### src/sv/lev_pkg.sv
// Shared types for the edit distance cell chain.
`timescale 1ns / 1ps
`default_nettype none

package lev_pkg;

	// Input operation codes.
	localparam logic [1:0] OP_REF   = 2'd0;
	localparam logic [1:0] OP_QUERY = 2'd1;
	localparam logic [1:0] OP_FIN   = 2'd2;

	// Token kinds that travel along the cell chain.
	typedef enum logic [1:0] {
		TOK_NOP,
		TOK_REF,
		TOK_QUERY,
		TOK_FIN
	} tok_kind_t;

	// Control part of a token; the score fields travel beside it.
	typedef struct packed {
		tok_kind_t  kind;
		logic [7:0] sym;
		logic       ovf;
	} tok_ctl_t;

endpackage : lev_pkg

`default_nettype wire

### src/sv/lev_cell.sv
// One column cell of the edit distance chain: a reference byte and its score.
`timescale 1ns / 1ps
`default_nettype none

module lev_cell #(
	parameter int VW    = 7,
	parameter int INDEX = 1
) (
	input  wire                     clk,
	input  wire                     arst_n,
	input  wire                     adv,
	input  wire lev_pkg::tok_ctl_t  ctl_in,
	input  wire  [VW-1:0]           vnew_in,
	input  wire  [VW-1:0]           vold_in,
	output lev_pkg::tok_ctl_t       ctl_out,
	output logic [VW-1:0]           vnew_out,
	output logic [VW-1:0]           vold_out
);
	import lev_pkg::*;

	localparam logic [VW-1:0] RST_VAL = VW'(INDEX);

	logic          vld_q;
	logic [7:0]    sym_q;
	logic [VW-1:0] val_q;
	tok_ctl_t      ctl_q;
	logic [VW-1:0] vnew_q;
	logic [VW-1:0] vold_q;

	logic [VW:0]   up_sum;
	logic [VW:0]   left_sum;
	logic [VW:0]   diag_sum;
	logic [VW:0]   min_ul;
	logic [VW:0]   min_all;

	// Unit-cost recurrence: above + 1, left + 1, diagonal + mismatch.
	always_comb begin
		up_sum   = {1'b0, val_q} + (VW+1)'(1);
		left_sum = {1'b0, vnew_in} + (VW+1)'(1);
		diag_sum = {1'b0, vold_in} + (VW+1)'(sym_q != ctl_in.sym);
		min_ul   = (up_sum < left_sum) ? up_sum : left_sum;
		min_all  = (min_ul < diag_sum) ? min_ul : diag_sum;
	end

	// Cell state: a reference byte is claimed by the first empty cell.
	always_ff @(posedge clk or negedge arst_n) begin
		if (!arst_n) begin
			vld_q <= 1'b0;
			val_q <= RST_VAL;
		end else if (adv) begin
			unique case (ctl_in.kind)
				TOK_REF: begin
					if (!vld_q) begin
						vld_q <= 1'b1;
					end
				end
				TOK_QUERY: begin
					if (vld_q) begin
						val_q <= min_all[VW-1:0];
					end
				end
				TOK_FIN: begin
					vld_q <= 1'b0;
					val_q <= RST_VAL;
				end
				default: begin
				end
			endcase
		end
	end

	// Reference byte storage.
	always_ff @(posedge clk) begin
		if (adv && ctl_in.kind == TOK_REF && !vld_q) begin
			sym_q <= ctl_in.sym;
		end
	end

	// Token register toward the right neighbor; a claimed reference byte leaves a bubble.
	always_ff @(posedge clk or negedge arst_n) begin
		if (!arst_n) begin
			ctl_q.kind <= TOK_NOP;
			ctl_q.sym  <= '0;
			ctl_q.ovf  <= 1'b0;
		end else if (adv) begin
			ctl_q.sym <= ctl_in.sym;
			ctl_q.ovf <= ctl_in.ovf;
			if (ctl_in.kind == TOK_REF && !vld_q) begin
				ctl_q.kind <= TOK_NOP;
			end else begin
				ctl_q.kind <= ctl_in.kind;
			end
		end
	end

	// Token payload: new and old score of this column, or the running distance.
	always_ff @(posedge clk) begin
		if (adv) begin
			if (ctl_in.kind == TOK_QUERY) begin
				vnew_q <= vld_q ? min_all[VW-1:0] : vnew_in;
				vold_q <= val_q;
			end else if (ctl_in.kind == TOK_FIN) begin
				vnew_q <= vld_q ? val_q : vnew_in;
				vold_q <= vold_in;
			end else begin
				vnew_q <= vnew_in;
				vold_q <= vold_in;
			end
		end
	end

	assign ctl_out  = ctl_q;
	assign vnew_out = vnew_q;
	assign vold_out = vold_q;

endmodule : lev_cell

`default_nettype wire

### config.mk
export PLATFORM = sky130hd
export DESIGN_NAME = lev_cell
export DESIGN_NICKNAME = d
export VERILOG_FILES = /design/src/sv/lev_pkg.sv /design/src/sv/lev_cell.sv
export SDC_FILE = /design/constraint.sdc
export NUM_CORES = 1
export LEC_CHECK = 0
export ABC_AREA = 1
export BUFFER_PORTS_ARGS = -buffer_cell sky130_fd_sc_hd__buf_2
export CAP_MARGIN = 25
export CORE_ASPECT_RATIO = 0.75
export CORE_MARGIN = 5
export CORE_UTILIZATION = 35
export DETAILED_ROUTE_END_ITERATION = 8
export GPL_ROUTABILITY_DRIVEN = 0
export SYNTH_ARGS = -nofsm -noshare
export SYNTH_HDL_FRONTEND = slang
export SYNTH_SLANG_ARGS = --single-unit
### constraint.sdc
create_clock -name clk -period 3.65 [get_ports clk]
set_input_delay 0 -clock clk [delete_from_list [all_inputs] [get_ports clk]]
set_output_delay 0 -clock clk [all_outputs]
set_load 0.1 [all_outputs]
==> results.md <==
* CP arrival at 3.69 ns
* CTS Buffer Depth at 2
* Vias in the first global route at 2349
* H-tree depth at 2
* Max-cap violations at 0
* # diodes at 0
* Seq cells post-synth at slightly above 40
* Endpoints failing setup at 0
* Worst-Skew Late Latency at 0.29 ns
* IO Pins at between 50 and 60
* Area of the multi-input gates at ~1600 sq um
* CTS tree: built
* DP Area at 3102 sq um
* Tightest Hold Check Type: in -> reg
* Util after Layout at 49.76%
* Die span in x at 111.6 microns
* Async S/R FF share, synth at 46.34%
* Ys flop type: edfxtp_1
* Cell repeated most along the worst path: nand2_4
* Period Utilization, post-route at between 90% and 100%
* Final hold vios at 0
* Fmax at 274.4 MHz
* Placed wire-length estimate at 5482 microns
* Top cells by count, synth: nand2_1, inv_1, o21ai_0
* Post-route insts no fill at 511
* Fillers at 702
* Hold Path End: ctl_out[9]
* Mapped Area at 2708 sq um
* Layout Area Growth over Synthesis at 36.60%
* Seq/Total Area, Yosys at 42.01%
* Area share of the largest cell type after synthesis at 24.40%
* Hold path cells at 3
* Initial antenna violation count at 0
* Synth area leader: edfxtp_1
* Clock Skew at 0.007575 ns
* Mapped Nets at 373
* Yosys warns at 0
* Cells along the critical path: ha_4 -> nand2_4 -> nor2_4 -> nand2_2 -> xor2_2 -> ha_1 -> nand2_1 -> a21oi_2 -> nand2_2 -> nand2_4 -> clkinvlp_4 -> buf_12 -> o21ai_4 -> ha_4 -> nand2_4 -> nor2_2 -> a211oi_2 -> nand2_4 -> nand2_2 -> nand3_1 -> nand2_1 -> nand2_1
* Worst R2R End: vnew_out[3]
* Final min period at 3.645 ns
* Final Max Tran Viols at 0
* GRT overflow at 0
* Area contributors post-synth: edfxtp_1, dfrtp_1, nand2_1
* Worst-Margin Slew at 0.6861 ns
* Setup CP Type: reg -> reg
* Largest net degree at the start of global routing at 28
* Max VDD drop at 0.0002095 V
* Total track usage at 15.58%
* Fraction of layout cells with a size suffix above 1 at 34.39%
* Remaining DRCs at 0
* Worst R2R Setup Slack at 0.005 ns
* Crit path largest cell delay at 0.61 ns
* Number of vias per cell at 4.851
* Worst Path Required at approximately 3.7 ns
* Worst-path clk slew at around 0.080 ns
* Min Hold Slack at between 0.02 and 0.025 ns
* Fin nets at 454
* Outcome: finished clean
* Setup ws final at 0.005352 ns
* RSZ-0062 raised after global routing: true
* Clock sinks at a little over 40
* Cell with the most instances after synthesis: nand2_1
* Final instance area at 3699 sq um
* Synth Instances at 328
* CP endpoint kind: flop
* Cell Pwr Density at 646.7 nW/um^2
* Pleak at 1.760 nW
* RR Startpoint: val_q[0]
* Routed WL at 7523 microns
* Slowest cell on the critical path: dfstp_2
* CP startpoint kind: flop
* DR WL/cell at 14.72 microns
* Die Ht at 86.17 microns
* Core Rows at 27
* Post-synth EDFFs at 22
* First-pass detailed-route iteration total at 4
* Root Driver: clkbuf_8
* CP max FO at 7
* FF-to-FF path depth at 22
* 1st-iter DRT viols at 230
* Slew headroom at 54.09%
* Total core area at around 7400 sq um
* Yosys cell types at 29
* Initial Utilization at 36.43%
* Num CTS Buffers at 5
* # port buffers at 52
* Antenna Violating Nets Remaining at 0
* Storage cell area at 1140 sq um
* Die footprint at between 9000 and 10000 sq um
* Overall power at about 2.4 mW
* Critical hold path startpoint: ctl_in[9]
* Syn Area/Cell at 8.255 sq um
* Vias at 2479
* First-pass GRT wire length at ~12000 microns
* Setup total negative slack at 0 ns
* DP Cell Count at 479
* Pre-CTS WS at -0.06528 ns
## worst max-delay path by stage
stage                  start     endpoint  slack, ns
global route        val_q[0]  vnew_out[4]      -0.18
finish              val_q[0]  vnew_out[3]      0.005
detailed placement  val_q[0]  vnew_out[3]      -0.07
global placement    val_q[0]  vnew_out[0]     -0.003
CTS                 val_q[0]     val_q[4]       0.03
floorplan           val_q[0]  vnew_out[5]       0.20
## report_power, final
part / switching (mW) / internal (mW) / total (mW)
Combinational: 0.866 / 0.490 / 1.36
Sequential: 0.0710 / 0.561 / 0.632
Clock: 0.160 / 0.244 / 0.404
## logic make-up (layout without fill, tap and decap cells)
family / after synthesis / count (layout) / share of synthesized area (%)
muxes: 9 / 9 / 3.743
and+or+nand+nor: 146 / 146 / 24.31
DFF: 41 / 41 / 42.01
buffers and inverters: 48 / 130 / 6.700
xor gates and xnor gates: 19 / 19 / 6.146
AOI/OAI and AO/OA: 48 / 48 / 9.243
adders and majority gates: 17 / 17 / 7.856
## layout by cell type, fill, tap and decap left out, types with 5 or more instances in the layout
| cell type | instances |
|---|---|
| nand2_4 | 8 |
| clkbuf_8 | 5 |
| buf_2 | 52 |
| mux2_2 | 9 |
| nand3_1 | 14 |
| inv_1 | 41 |
| o21ai_1 | 5 |
| nand3_2 | 8 |
| o21ai_0 | 21 |
| xnor2_1 | 8 |
| edfxtp_1 | 22 |
| dfrtp_1 | 16 |
| xor2_1 | 8 |
| nand2_2 | 13 |
| nand4_1 | 5 |
| nand2_1 | 79 |
| ha_1 | 13 |
| nor2_1 | 10 |
| a21oi_1 | 9 |
| dlygate4sd3_1 | 11 |
| buf_4 | 14 |
## routing by layer
layer,track usage (%),up-vias,share of wire [%]
met5,0,-,0
met4,3.204,0,1.2
met3,3.280,11,6.7
met2,23.21,90,44
met1,23.34,1132,48
li1,-,1246,-
## critical path: cells and delay by family (launching register included)
family	cells	cell delay, ns
compound gates	3	0.58
xor+xnor	1	0.16
fa+ha+maj	3	0.68
buf+inv	2	0.30
flops	1	0.61
simple gates	13	1.06
## layout make-up
cell class | count | share of cell area, %
inverter | 43 | 4.465
sequential | 41 | 30.82
clock buffer | 6 | 2.537
clock inverter | 2 | 0.9472
multi-input combinational | 239 | 43.88
timing repair buffer | 79 | 13.94
tap | 101 | 3.417
## registers in the layout (all words and copies together), names as in the netlist
| signal | cells |
|---|---|
| val_q | 7 |
| sym_q | 8 |
| ctl_out | 11 |
| vld_q | 1 |
| vold_out | 7 |
| vnew_out | 7 |
## timing repair
action,CTS,global route
pin swaps,0,23
endpoints found under the setup margin,8,14
hold buffers,11,0
gates resized for setup,3,56
setup buffers,0,13
hold endpoints to repair,36,0
No activity file was read; power rests on OpenSTA's default activity.
